**src/design/qecs_pkg.sv**
```systemverilog
// ----------------------------------------------------------------------------
// qecs_pkg: shared types and constants for the quadrature counter
// Transition table, opcodes, register indexes, port widths and the
// command/status bundles between controller and datapath.
// ----------------------------------------------------------------------------
package qecs_pkg;

    localparam int unsigned COUNT_WIDTH_DEF = 32;
    localparam int unsigned CPR_W           = 16;
    localparam int unsigned MS_W            = 32;
    localparam int unsigned OUT_W           = 32;
    localparam int unsigned LOAD_W          = 32;
    localparam int unsigned RPM_SCALE_W     = 24;
    // 60000 ms per minute, times 256 for eight fraction bits
    localparam logic [RPM_SCALE_W-1:0] RPM_SCALE_Q8 = 24'd15360000;

    localparam int unsigned S_TDATA_W = 40;
    localparam int unsigned M_TDATA_W = 96;

    typedef enum logic [1:0] {
        OP_PINS   = 2'd0,
        OP_SPEED  = 2'd1,
        OP_RESET  = 2'd2,
        OP_LOAD   = 2'd3
    } t_opcode;

    typedef enum logic {
        CFG_DIR_NEG = 1'b0,
        CFG_CPR     = 1'b1
    } t_cfg_index;

    typedef enum logic [1:0] {
        ST_HOLD = 2'd0,
        ST_FWD  = 2'd1,
        ST_REV  = 2'd2
    } t_step;

    // Indexed by {previous A, previous B, current A, current B}
    localparam t_step STEP_LUT [16] = '{
        ST_HOLD, ST_REV,  ST_FWD,  ST_HOLD,
        ST_FWD,  ST_HOLD, ST_HOLD, ST_REV,
        ST_REV,  ST_HOLD, ST_HOLD, ST_FWD,
        ST_HOLD, ST_FWD,  ST_REV,  ST_HOLD
    };

    typedef struct packed {
        logic accept;     // input transfer this cycle
        logic load_fast;  // load result straight from the decode path
        logic do_abs;     // take magnitude of the count delta
        logic do_mlo;     // low partial product, divisor product
        logic do_mhi;     // high partial product, clear divider
        logic do_div;     // one restoring division step
        logic load_slow;  // load saturated speed result
    } t_dp_cmd;

    typedef struct packed {
        logic speed_go;   // offered item samples speed with nonzero divisor
        logic div_last;   // final division step this cycle
    } t_dp_sts;

endpackage

```
**src/design/qecs_ctrl.sv**
```systemverilog
// ----------------------------------------------------------------------------
// qecs_ctrl: item sequencer
// Accepts items, runs the multiply/divide sequence for speed samples and
// owns the output valid flag.
// ----------------------------------------------------------------------------
module qecs_ctrl (
    input  logic                i_clk,
    input  logic                i_rst_n,
    input  logic                i_s_tvalid,
    input  logic                i_m_tready,
    input  qecs_pkg::t_dp_sts   i_sts,
    output logic                o_s_tready,
    output logic                o_m_tvalid,
    output qecs_pkg::t_dp_cmd   o_cmd
);

    typedef enum logic [5:0] {
        S_IDLE = 6'b000001,
        S_ABS  = 6'b000010,
        S_MLO  = 6'b000100,
        S_MHI  = 6'b001000,
        S_DIV  = 6'b010000,
        S_FIN  = 6'b100000
    } t_state;

    t_state r_state, n_state;
    logic   r_out_valid, n_out_valid;
    logic   w_out_free;
    logic   w_accept;

    assign w_out_free = !r_out_valid || i_m_tready;
    assign o_s_tready = (r_state == S_IDLE) && w_out_free;
    assign w_accept   = i_s_tvalid && o_s_tready;
    assign o_m_tvalid = r_out_valid;

    always_comb begin
        n_state          = r_state;
        o_cmd            = '0;
        o_cmd.accept     = w_accept;
        case (r_state)
            S_IDLE: begin
                if (w_accept) begin
                    if (i_sts.speed_go) begin
                        n_state = S_ABS;
                    end else begin
                        o_cmd.load_fast = 1'b1;
                    end
                end
            end
            S_ABS: begin
                o_cmd.do_abs = 1'b1;
                n_state      = S_MLO;
            end
            S_MLO: begin
                o_cmd.do_mlo = 1'b1;
                n_state      = S_MHI;
            end
            S_MHI: begin
                o_cmd.do_mhi = 1'b1;
                n_state      = S_DIV;
            end
            S_DIV: begin
                o_cmd.do_div = 1'b1;
                if (i_sts.div_last) begin
                    n_state = S_FIN;
                end
            end
            S_FIN: begin
                // hold the result until the output register frees up
                if (w_out_free) begin
                    o_cmd.load_slow = 1'b1;
                    n_state         = S_IDLE;
                end
            end
            default: begin
                n_state = S_IDLE;
            end
        endcase
    end

    assign n_out_valid = (r_out_valid && !i_m_tready) || o_cmd.load_fast || o_cmd.load_slow;

    always_ff @(posedge i_clk) begin
        if (!i_rst_n) begin
            r_state     <= S_IDLE;
            r_out_valid <= 1'b0;
        end else begin
            r_state     <= n_state;
            r_out_valid <= n_out_valid;
        end
    end

`ifndef SYNTHESIS
    a_no_accept_busy: assert property (@(posedge i_clk) disable iff (!i_rst_n)
        (r_state != S_IDLE) |-> !o_s_tready)
        else $error("input ready while a speed sample is in progress");

    a_load_into_free: assert property (@(posedge i_clk) disable iff (!i_rst_n)
        (o_cmd.load_fast || o_cmd.load_slow) |-> w_out_free)
        else $error("result loaded over an untaken result");

    a_speed_starts: assert property (@(posedge i_clk) disable iff (!i_rst_n)
        (w_accept && i_sts.speed_go) |=> (r_state == S_ABS) && !r_out_valid || (r_state == S_ABS))
        else $error("speed sample did not start the divide sequence");

    a_div_ends: assert property (@(posedge i_clk) disable iff (!i_rst_n)
        (r_state == S_DIV && i_sts.div_last) |=> (r_state == S_FIN))
        else $error("divider finish not followed by result stage");
`endif

endmodule

```
**src/design/qecs_dp.sv**
```systemverilog
// ----------------------------------------------------------------------------
// qecs_dp: decode, count and speed datapath
// Transition decode, position/sample state, two-step multiply and a
// one-bit-per-cycle restoring divider, plus the output register.
// ----------------------------------------------------------------------------
module qecs_dp #(
    parameter int unsigned COUNT_WIDTH = qecs_pkg::COUNT_WIDTH_DEF
) (
    input  logic                                i_clk,
    input  logic                                i_rst_n,
    input  qecs_pkg::t_dp_cmd                   i_cmd,
    output qecs_pkg::t_dp_sts                   o_sts,
    input  logic                                i_cfg_wr_en,
    input  logic                                i_cfg_index,
    input  logic [qecs_pkg::CPR_W-1:0]          i_cfg_wdata,
    input  logic [1:0]                          i_opcode,
    input  logic                                i_pin_a,
    input  logic                                i_pin_b,
    input  logic                                i_ms_tick,
    input  logic signed [qecs_pkg::LOAD_W-1:0]  i_load_value,
    output logic signed [qecs_pkg::OUT_W-1:0]   o_position_count,
    output logic signed [qecs_pkg::OUT_W-1:0]   o_old_count,
    output logic signed [qecs_pkg::OUT_W-1:0]   o_rpm_q8,
    output logic                                o_rpm_valid
);

    localparam int unsigned CW    = COUNT_WIDTH;
    localparam int unsigned PW    = COUNT_WIDTH + qecs_pkg::RPM_SCALE_W;
    localparam int unsigned DW    = qecs_pkg::CPR_W + qecs_pkg::MS_W;
    localparam int unsigned CNT_W = $clog2(PW);
    localparam int unsigned PP_W  = 32 + qecs_pkg::RPM_SCALE_W;
    localparam int unsigned OW    = qecs_pkg::OUT_W;

    // configuration
    logic                        r_dir_neg;
    logic [qecs_pkg::CPR_W-1:0]  r_cpr;

    // decoder and sample state
    logic [CW-1:0]               r_pos, n_pos;
    logic [1:0]                  r_prev;
    logic                        r_primed;
    logic [qecs_pkg::MS_W-1:0]   r_millis;
    logic [CW-1:0]               r_sample_pos;
    logic [qecs_pkg::MS_W-1:0]   r_sample_time;

    // speed pipeline
    logic [CW-1:0]               r_delta;
    logic                        r_neg;
    logic [qecs_pkg::MS_W-1:0]   r_elapsed;
    logic [CW-1:0]               r_mag;
    logic [DW-1:0]               r_div;
    logic [PW-1:0]               r_prod;
    logic [DW-1:0]               r_rem;
    logic [OW:0]                 r_q;
    logic                        r_big;
    logic [CNT_W-1:0]            r_cnt;

    logic [1:0]                  w_cur;
    qecs_pkg::t_step             w_step;
    logic                        w_up, w_dn;
    logic [CW-1:0]               w_pos_dec;
    logic [CW-1:0]               w_delta;
    logic [CW-1:0]               w_load_cw;
    logic [qecs_pkg::MS_W-1:0]   w_millis_nx;
    logic [qecs_pkg::MS_W-1:0]   w_elapsed;
    logic                        w_speed_go;
    logic [63:0]                 w_mag64;
    logic [PP_W-1:0]             w_pp_lo, w_pp_hi;
    logic [DW:0]                 w_rem_sh, w_rem_sub;
    logic                        w_ge;
    logic [OW-1:0]               w_rpm;
    logic                        w_ovf;

    // ---------------- decode ----------------
    assign w_cur       = {i_pin_a, i_pin_b};
    assign w_step      = qecs_pkg::STEP_LUT[{r_prev, w_cur}];
    assign w_up        = r_primed && ((w_step == qecs_pkg::ST_FWD && !r_dir_neg) ||
                                      (w_step == qecs_pkg::ST_REV &&  r_dir_neg));
    assign w_dn        = r_primed && ((w_step == qecs_pkg::ST_REV && !r_dir_neg) ||
                                      (w_step == qecs_pkg::ST_FWD &&  r_dir_neg));
    assign w_pos_dec   = w_up ? r_pos + CW'(1) : (w_dn ? r_pos - CW'(1) : r_pos);
    assign w_delta     = w_pos_dec - r_sample_pos;
    assign w_load_cw   = CW'(i_load_value);
    assign w_millis_nx = r_millis + qecs_pkg::MS_W'(i_ms_tick);
    assign w_elapsed   = w_millis_nx - r_sample_time;
    assign w_speed_go  = (i_opcode == qecs_pkg::OP_SPEED) && (w_elapsed != '0) && (r_cpr != '0);

    always_comb begin
        case (i_opcode)
            qecs_pkg::OP_RESET: n_pos = '0;
            qecs_pkg::OP_LOAD:  n_pos = w_load_cw;
            default:            n_pos = w_pos_dec;
        endcase
    end

    // ---------------- multiply ----------------
    assign w_mag64 = 64'(r_mag);
    assign w_pp_lo = PP_W'(w_mag64[31:0])  * PP_W'(qecs_pkg::RPM_SCALE_Q8);
    assign w_pp_hi = PP_W'(w_mag64[63:32]) * PP_W'(qecs_pkg::RPM_SCALE_Q8);

    // ---------------- divide step ----------------
    assign w_rem_sh  = {r_rem, r_prod[PW-1]};
    assign w_ge      = w_rem_sh >= {1'b0, r_div};
    assign w_rem_sub = w_rem_sh - {1'b0, r_div};

    assign o_sts.speed_go = w_speed_go;
    assign o_sts.div_last = (r_cnt == CNT_W'(PW - 1));

    // ---------------- truncate and saturate ----------------
    assign w_ovf = r_big || r_q[OW];
    always_comb begin
        if (r_neg) begin
            w_rpm = (w_ovf || r_q[OW-1:0] > {1'b1, {(OW-1){1'b0}}}) ?
                    {1'b1, {(OW-1){1'b0}}} : OW'(-r_q[OW-1:0]);
        end else begin
            w_rpm = (w_ovf || r_q[OW-1]) ? {1'b0, {(OW-1){1'b1}}} : r_q[OW-1:0];
        end
    end

    // ---------------- registers ----------------
    always_ff @(posedge i_clk) begin
        if (!i_rst_n) begin
            r_dir_neg     <= 1'b0;
            r_cpr         <= '0;
            r_pos         <= '0;
            r_prev        <= '0;
            r_primed      <= 1'b0;
            r_millis      <= '0;
            r_sample_pos  <= '0;
            r_sample_time <= '0;
        end else begin
            if (i_cfg_wr_en) begin
                case (i_cfg_index)
                    qecs_pkg::CFG_DIR_NEG: r_dir_neg <= i_cfg_wdata[0];
                    qecs_pkg::CFG_CPR:     r_cpr     <= i_cfg_wdata;
                    default:               r_cpr     <= r_cpr;
                endcase
            end
            if (i_cmd.accept) begin
                r_millis <= w_millis_nx;
                r_primed <= 1'b1;
                r_prev   <= w_cur;
                r_pos    <= n_pos;
                case (i_opcode)
                    qecs_pkg::OP_RESET: begin
                        r_sample_pos  <= '0;
                        r_sample_time <= w_millis_nx;
                    end
                    qecs_pkg::OP_LOAD: begin
                        r_sample_pos  <= w_load_cw;
                        r_sample_time <= w_millis_nx;
                    end
                    qecs_pkg::OP_SPEED: begin
                        if (w_speed_go) begin
                            r_sample_pos  <= w_pos_dec;
                            r_sample_time <= w_millis_nx;
                        end
                    end
                    default: begin
                        r_sample_pos <= r_sample_pos;
                    end
                endcase
            end
        end
    end

    always_ff @(posedge i_clk) begin
        if (i_cmd.accept && w_speed_go) begin
            r_delta   <= w_delta;
            r_neg     <= w_delta[CW-1];
            r_elapsed <= w_elapsed;
        end
        if (i_cmd.do_abs) begin
            r_mag <= r_neg ? CW'(-r_delta) : r_delta;
        end
        if (i_cmd.do_mlo) begin
            r_prod <= PW'(w_pp_lo);
            r_div  <= DW'(r_elapsed) * DW'(r_cpr);
        end
        if (i_cmd.do_mhi) begin
            r_prod <= r_prod + PW'({w_pp_hi, 32'd0});
            r_rem  <= '0;
            r_q    <= '0;
            r_big  <= 1'b0;
            r_cnt  <= '0;
        end
        if (i_cmd.do_div) begin
            r_rem  <= w_ge ? w_rem_sub[DW-1:0] : w_rem_sh[DW-1:0];
            r_q    <= {r_q[OW-1:0], w_ge};
            r_big  <= r_big | r_q[OW];
            r_prod <= {r_prod[PW-2:0], 1'b0};
            r_cnt  <= r_cnt + CNT_W'(1);
        end
        if (i_cmd.load_fast) begin
            o_position_count <= OW'(signed'(n_pos));
            o_old_count      <= (i_opcode == qecs_pkg::OP_RESET) ?
                                OW'(signed'(w_pos_dec)) : '0;
            o_rpm_q8         <= '0;
            o_rpm_valid      <= 1'b0;
        end else if (i_cmd.load_slow) begin
            o_position_count <= OW'(signed'(r_pos));
            o_old_count      <= '0;
            o_rpm_q8         <= w_rpm;
            o_rpm_valid      <= 1'b1;
        end
    end

endmodule

```
**src/design/quadrature_encoder_counter_speed.sv**
```systemverilog
// ----------------------------------------------------------------------------
// quadrature_encoder_counter_speed: 4x quadrature counter with speed sample
// Decodes A/B transitions into a wrapping count and answers sample-speed,
// read-and-reset and load requests with one result per item.
// ----------------------------------------------------------------------------
//  channel  | dir | fields
//  s stream | in  | tuser: opcode; tdata: pin_a, pin_b, ms_tick, load_value
//  m stream | out | tdata: position_count, old_count, rpm_q8; tuser: rpm_valid
//  cfg      | in  | 0 direction_negative, 1 counts_per_rev
//
//  Pin, read-and-reset, load and zero-divisor speed items: one per cycle.
//  A speed sample with nonzero elapsed time and counts_per_rev runs the
//  magnitude, multiply and one-bit-per-cycle restoring divider steps.
//  Input ready drops for that sample and while an untaken result blocks
//  the output register. Synchronous active-low reset; no clearing pass.
// ----------------------------------------------------------------------------
module quadrature_encoder_counter_speed #(
    parameter int unsigned COUNT_WIDTH = qecs_pkg::COUNT_WIDTH_DEF
) (
    input  logic                               i_clk,
    input  logic                               i_rst_n,
    input  logic                               i_s_tvalid,
    output logic                               o_s_tready,
    input  logic [qecs_pkg::S_TDATA_W-1:0]     i_s_tdata,  // pin_a, pin_b, ms_tick,
                                                           // load_value[31:0], pad
    input  logic [1:0]                         i_s_tuser,  // opcode
    output logic                               o_m_tvalid,
    input  logic                               i_m_tready,
    output logic [qecs_pkg::M_TDATA_W-1:0]     o_m_tdata,  // position_count, old_count,
                                                           // rpm_q8
    output logic                               o_m_tuser,  // rpm_valid
    input  logic                               i_cfg_wr_en,
    input  logic                               i_cfg_index,
    input  logic [qecs_pkg::CPR_W-1:0]         i_cfg_wdata
);

    qecs_pkg::t_dp_cmd                  w_cmd;
    qecs_pkg::t_dp_sts                  w_sts;
    logic signed [qecs_pkg::OUT_W-1:0]  w_position_count;
    logic signed [qecs_pkg::OUT_W-1:0]  w_old_count;
    logic signed [qecs_pkg::OUT_W-1:0]  w_rpm_q8;

    qecs_ctrl u_ctrl (
        .i_clk      (i_clk),
        .i_rst_n    (i_rst_n),
        .i_s_tvalid (i_s_tvalid),
        .i_m_tready (i_m_tready),
        .i_sts      (w_sts),
        .o_s_tready (o_s_tready),
        .o_m_tvalid (o_m_tvalid),
        .o_cmd      (w_cmd)
    );

    qecs_dp #(
        .COUNT_WIDTH (COUNT_WIDTH)
    ) u_dp (
        .i_clk            (i_clk),
        .i_rst_n          (i_rst_n),
        .i_cmd            (w_cmd),
        .o_sts            (w_sts),
        .i_cfg_wr_en      (i_cfg_wr_en),
        .i_cfg_index      (i_cfg_index),
        .i_cfg_wdata      (i_cfg_wdata),
        .i_opcode         (i_s_tuser),
        .i_pin_a          (i_s_tdata[0]),
        .i_pin_b          (i_s_tdata[1]),
        .i_ms_tick        (i_s_tdata[2]),
        .i_load_value     (i_s_tdata[34:3]),
        .o_position_count (w_position_count),
        .o_old_count      (w_old_count),
        .o_rpm_q8         (w_rpm_q8),
        .o_rpm_valid      (o_m_tuser)
    );

    assign o_m_tdata = {w_rpm_q8, w_old_count, w_position_count};

endmodule
```
**config.mk**
```make
export PLATFORM = sky130hd
export DESIGN_NAME = quadrature_encoder_counter_speed
export DESIGN_NICKNAME = d
export VERILOG_FILES = /design/src/design/qecs_pkg.sv /design/src/design/qecs_ctrl.sv /design/src/design/qecs_dp.sv /design/src/design/quadrature_encoder_counter_speed.sv
export SDC_FILE = /design/constraint.sdc
export NUM_CORES = 2
export LEC_CHECK = 0
export ABC_CLOCK_PERIOD_IN_PS = 20700
export BUFFER_PORTS_ARGS = -buffer_cell sky130_fd_sc_hd__buf_2
export CAP_MARGIN = 20
export CORE_UTILIZATION = 45
export CTS_CLUSTER_SIZE = 28
export DETAILED_ROUTE_END_ITERATION = 10
export GPL_ROUTABILITY_DRIVEN = 0
export PLACE_DENSITY = 0.61
export REMOVE_ABC_BUFFERS = 1
export SLEW_MARGIN = 0
export SYNTH_ARGS = -nofsm -noshare
export SYNTH_HDL_FRONTEND = slang
export SYNTH_SLANG_ARGS = --single-unit
```
**constraint.sdc**
```tcl
create_clock -name i_clk -period 20.7 [get_ports i_clk]
set_input_delay 1.035 -clock i_clk [delete_from_list [all_inputs] [get_ports i_clk]]
set_output_delay 1.035 -clock i_clk [all_outputs]
set_load 0.01 [all_outputs]
```
==> qor.yml <==
outcome:
  status: "completed"
place:
  place_area_um2: 53600
  place_inst: 6977
  portBuffers: 157
  hpwl_mm: 94.4
sta:
  finalHoldViolCount: 0
  maxSlewHeadroom: 0.329
  fmax_mhz: 121
  finClkSkew_ns: 0.0627
  setup-violations-final: 0
  whs_ns: 0.444
  finalCriticalPeriod_ns: 8.24
  drv_slew: 0
  tightest_slew_ns: 1.01
  finalSetupTns_ns: 0
  post-route-period-util: 0.398
  rsz0062_at_grt: "no"
clock_tree:
  cts.sink_count: 527
  cts-root-buf: "clkbuf_16"
  clk_transition_reported_paths_ns: 0.06
  postCtsSetupBuffers: 0
  clk_latency_ns: 0.67
  htreeDepth: 3
  cts_tree: "yes"
  cts_inserted_buffers: 66
  ctsResizeCount: 0
  ctsHoldBuffers: 0
  clockBufferDepth: 3
route:
  drt_iter0_drc: 2655
  viasPerCell: 5.39
  num_vias: 38300
  wirelength_mm: 129
  wl_per_cell_um: 18.1
  antenna_left: 0
  drtPass1Iterations: 6
  drc_errors: 0
layout:
  area_delta_synth_final_pct: 8.42
  num-nets-final: 6518
  stdcell_count: 7100
  fill_cells: 10600
  fin_util: 0.494
  fin_area_um2: 55800
  drive_gt1_frac: 0.0647
grt:
  grt_pass1_vias: 38300
  antenna_found_initial: 3
  grt_max_degree: 77
  overflow: 0
  grt_pass1_wl_mm: 208
  grt_usage: 0.223
die:
  io_pins: 163
  coreArea_um2: 113000
  die_area_um2: 116000
  die_x_um: 340
  start_util: 0.456
  rows: 123
  die_y_um: 340
logic_synthesis:
  ys.flop_type: "edfxtp_1"
  yosys.area.top_type: "fa_1"
  yosys-top-cells-area: "fa_1, edfxtp_1, ha_1"
  ys_ff_latch: 527
  postSynthCellCount: 5515
  synth-edff-count: 339
  synth_top_area_frac: 0.218
  ys_warn_count: 0
  ys_seq_area_frac: 0.271
  async_reset_ff_frac: 0
  syn_avg_cell_area_um2: 9.34
  synth.distinct_cells: 91
  synthesis.area_um2: 51500
critical_path:
  critPathRequiredTime_ns: 21.15
  path_class: "reg2reg"
  cp_data_arrival_time_ns: 8.68
  cp-start-kind: "flop"
  timing.critical_path.to_type: "flop"
  crit_fanout: 34
pwr:
  irDropWorstVdd_uv: 53.4
  leakagePower_nw: 24.9
  pwr_density_cell_nw_per_um2: 65.8
job:
  maxCapViolCount: 0
worst_hold_path:
  hold_path_class: "reg2reg"
==> critical path: stages (launching register included) <==
cell and delay [ns]:
dfxtp_2 0.89, and2_1 0.26, fa_1 0.42, inv_1 0.09, fa_1 0.43, fa_1 0.52, fa_1 0.55, inv_1 0.05
fa_1 0.49, fa_1 0.41, ha_1 0.37, a21o_1 0.23, or4_1 0.47, o21ai_0 0.59, a211o_1 0.35, a21oi_1 0.13
o311ai_0 0.74, a21oi_1 0.25, a211oi_1 0.41, nor4b_1 0.11, nor4bb_1 0.25
==> layout make-up <==
| cell class | count | area (um^2) | area share |
|---|---|---|---|
| diodes | 2 | 5.00 | 0.0000896 |
| clock buffers | 87 | 1830 | 0.0328 |
| clock inverters | 33 | 369 | 0.00661 |
| inverters | 806 | 3030 | 0.0542 |
| multi-input cells | 3942 | 33600 | 0.602 |
| flip-flops and latches | 527 | 13900 | 0.250 |
| well taps | 1500 | 1880 | 0.0336 |
| repair buffers | 203 | 1160 | 0.0207 |
==> cell families after synthesis <==
| logic type | after synthesis | synth area share |
|---|---|---|
| compound gates | 896 | 0.114 |
| xor+xnor | 284 | 0.0486 |
| fa+ha+maj | 908 | 0.303 |
| buf+inv | 1046 | 0.0777 |
| flops | 527 | 0.271 |
| mux | 113 | 0.0228 |
| simple gates | 1741 | 0.163 |
==> final timing paths <==
| check | start | to | slack (ns) | cells after the start |
|---|---|---|---|---|
| worst max-delay path | u_dp.r_cpr[5] | u_dp.r_div[47] | 12.46 | 20 |
| worst min-delay path | u_dp.o_rpm_q8[20] | u_dp.o_rpm_q8[20] | 0.44 | 2 |
| worst max register to register | u_dp.r_cpr[5] | u_dp.r_div[47] | 12.46 | 20 |
| worst min register to register | u_dp.o_rpm_q8[20] | u_dp.o_rpm_q8[20] | 0.44 | 2 |
==> cell usage after synthesis, drive strengths merged, types with 39 or more instances <==
library cell	instances
dfxtp	188
nand3	70
nor3	86
fa	562
edfxtp	339
clkbuf	215
mux2i	79
o21ai	218
ha	346
nand2	648
a21boi	43
inv	806
and2	292
nor2	346
xnor2	196
a21oi	211
nand4	39
and3	46
a21o	117
xor2	87
nor3b	47
==> cells in the final DEF, fill, tap and decap left out, types with 25 or more instances in the layout <==
master	n
o21bai_1	25
edfxtp_1	339
mux2i_1	79
a31oi_1	26
a21o_1	117
nand2_1	647
clkbuf_16	68
or3_1	29
ha_1	346
o21ai_0	205
inv_1	806
nor3_1	85
a211oi_1	31
nand3_1	70
and3_1	45
o211a_1	31
buf_4	44
o21a_1	32
dfxtp_1	183
nor2_1	343
fa_1	562
mux2_1	32
nand2b_1	34
xor2_1	87
a21oi_1	211
buf_2	156
xnor2_1	196
nor3b_1	44
a21boi_0	43
nand4_1	39
and2_1	290
==> state kept, by name, indices dropped and copies added (netlist names), 31 cells and up <==
register and count:
u_dp.r_mag 32, u_dp.r_pos 32, u_dp.r_millis 32, u_dp.r_sample_time 32, u_dp.o_position_count 32, u_dp.o_rpm_q8 32, u_dp.r_delta 31, u_dp.r_prod 43
u_dp.r_sample_pos 32, u_dp.o_old_count 32, u_dp.r_q 33, u_dp.r_rem 48, u_dp.r_div 48, u_dp.r_elapsed 32
==> power breakdown <==
group,switching [mW],internal [mW]
logic,0.743,0.480
clock network,0.492,0.684
registers,0.0598,1.21
==> metrics by stage <==
step	setup WS (ns)	total power [mW]
finish	12.46	3.67
global route	12.08	3.90
CTS	12.49	3.70
detailed placement	12.26	2.50
global placement	12.30	2.49
floorplan	10.41	2.14
==> layer usage <==
metal / GRT usage / up-vias / wire length, um
li1: - / 18200 / -
met4: 0.0606 / 4 / 2870
met3: 0.0285 / 175 / 6910
met5: 0 / - / 32
met2: 0.351 / 936 / 57700
met1: 0.321 / 18900 / 61100
(Power assumes the default switching activity.)
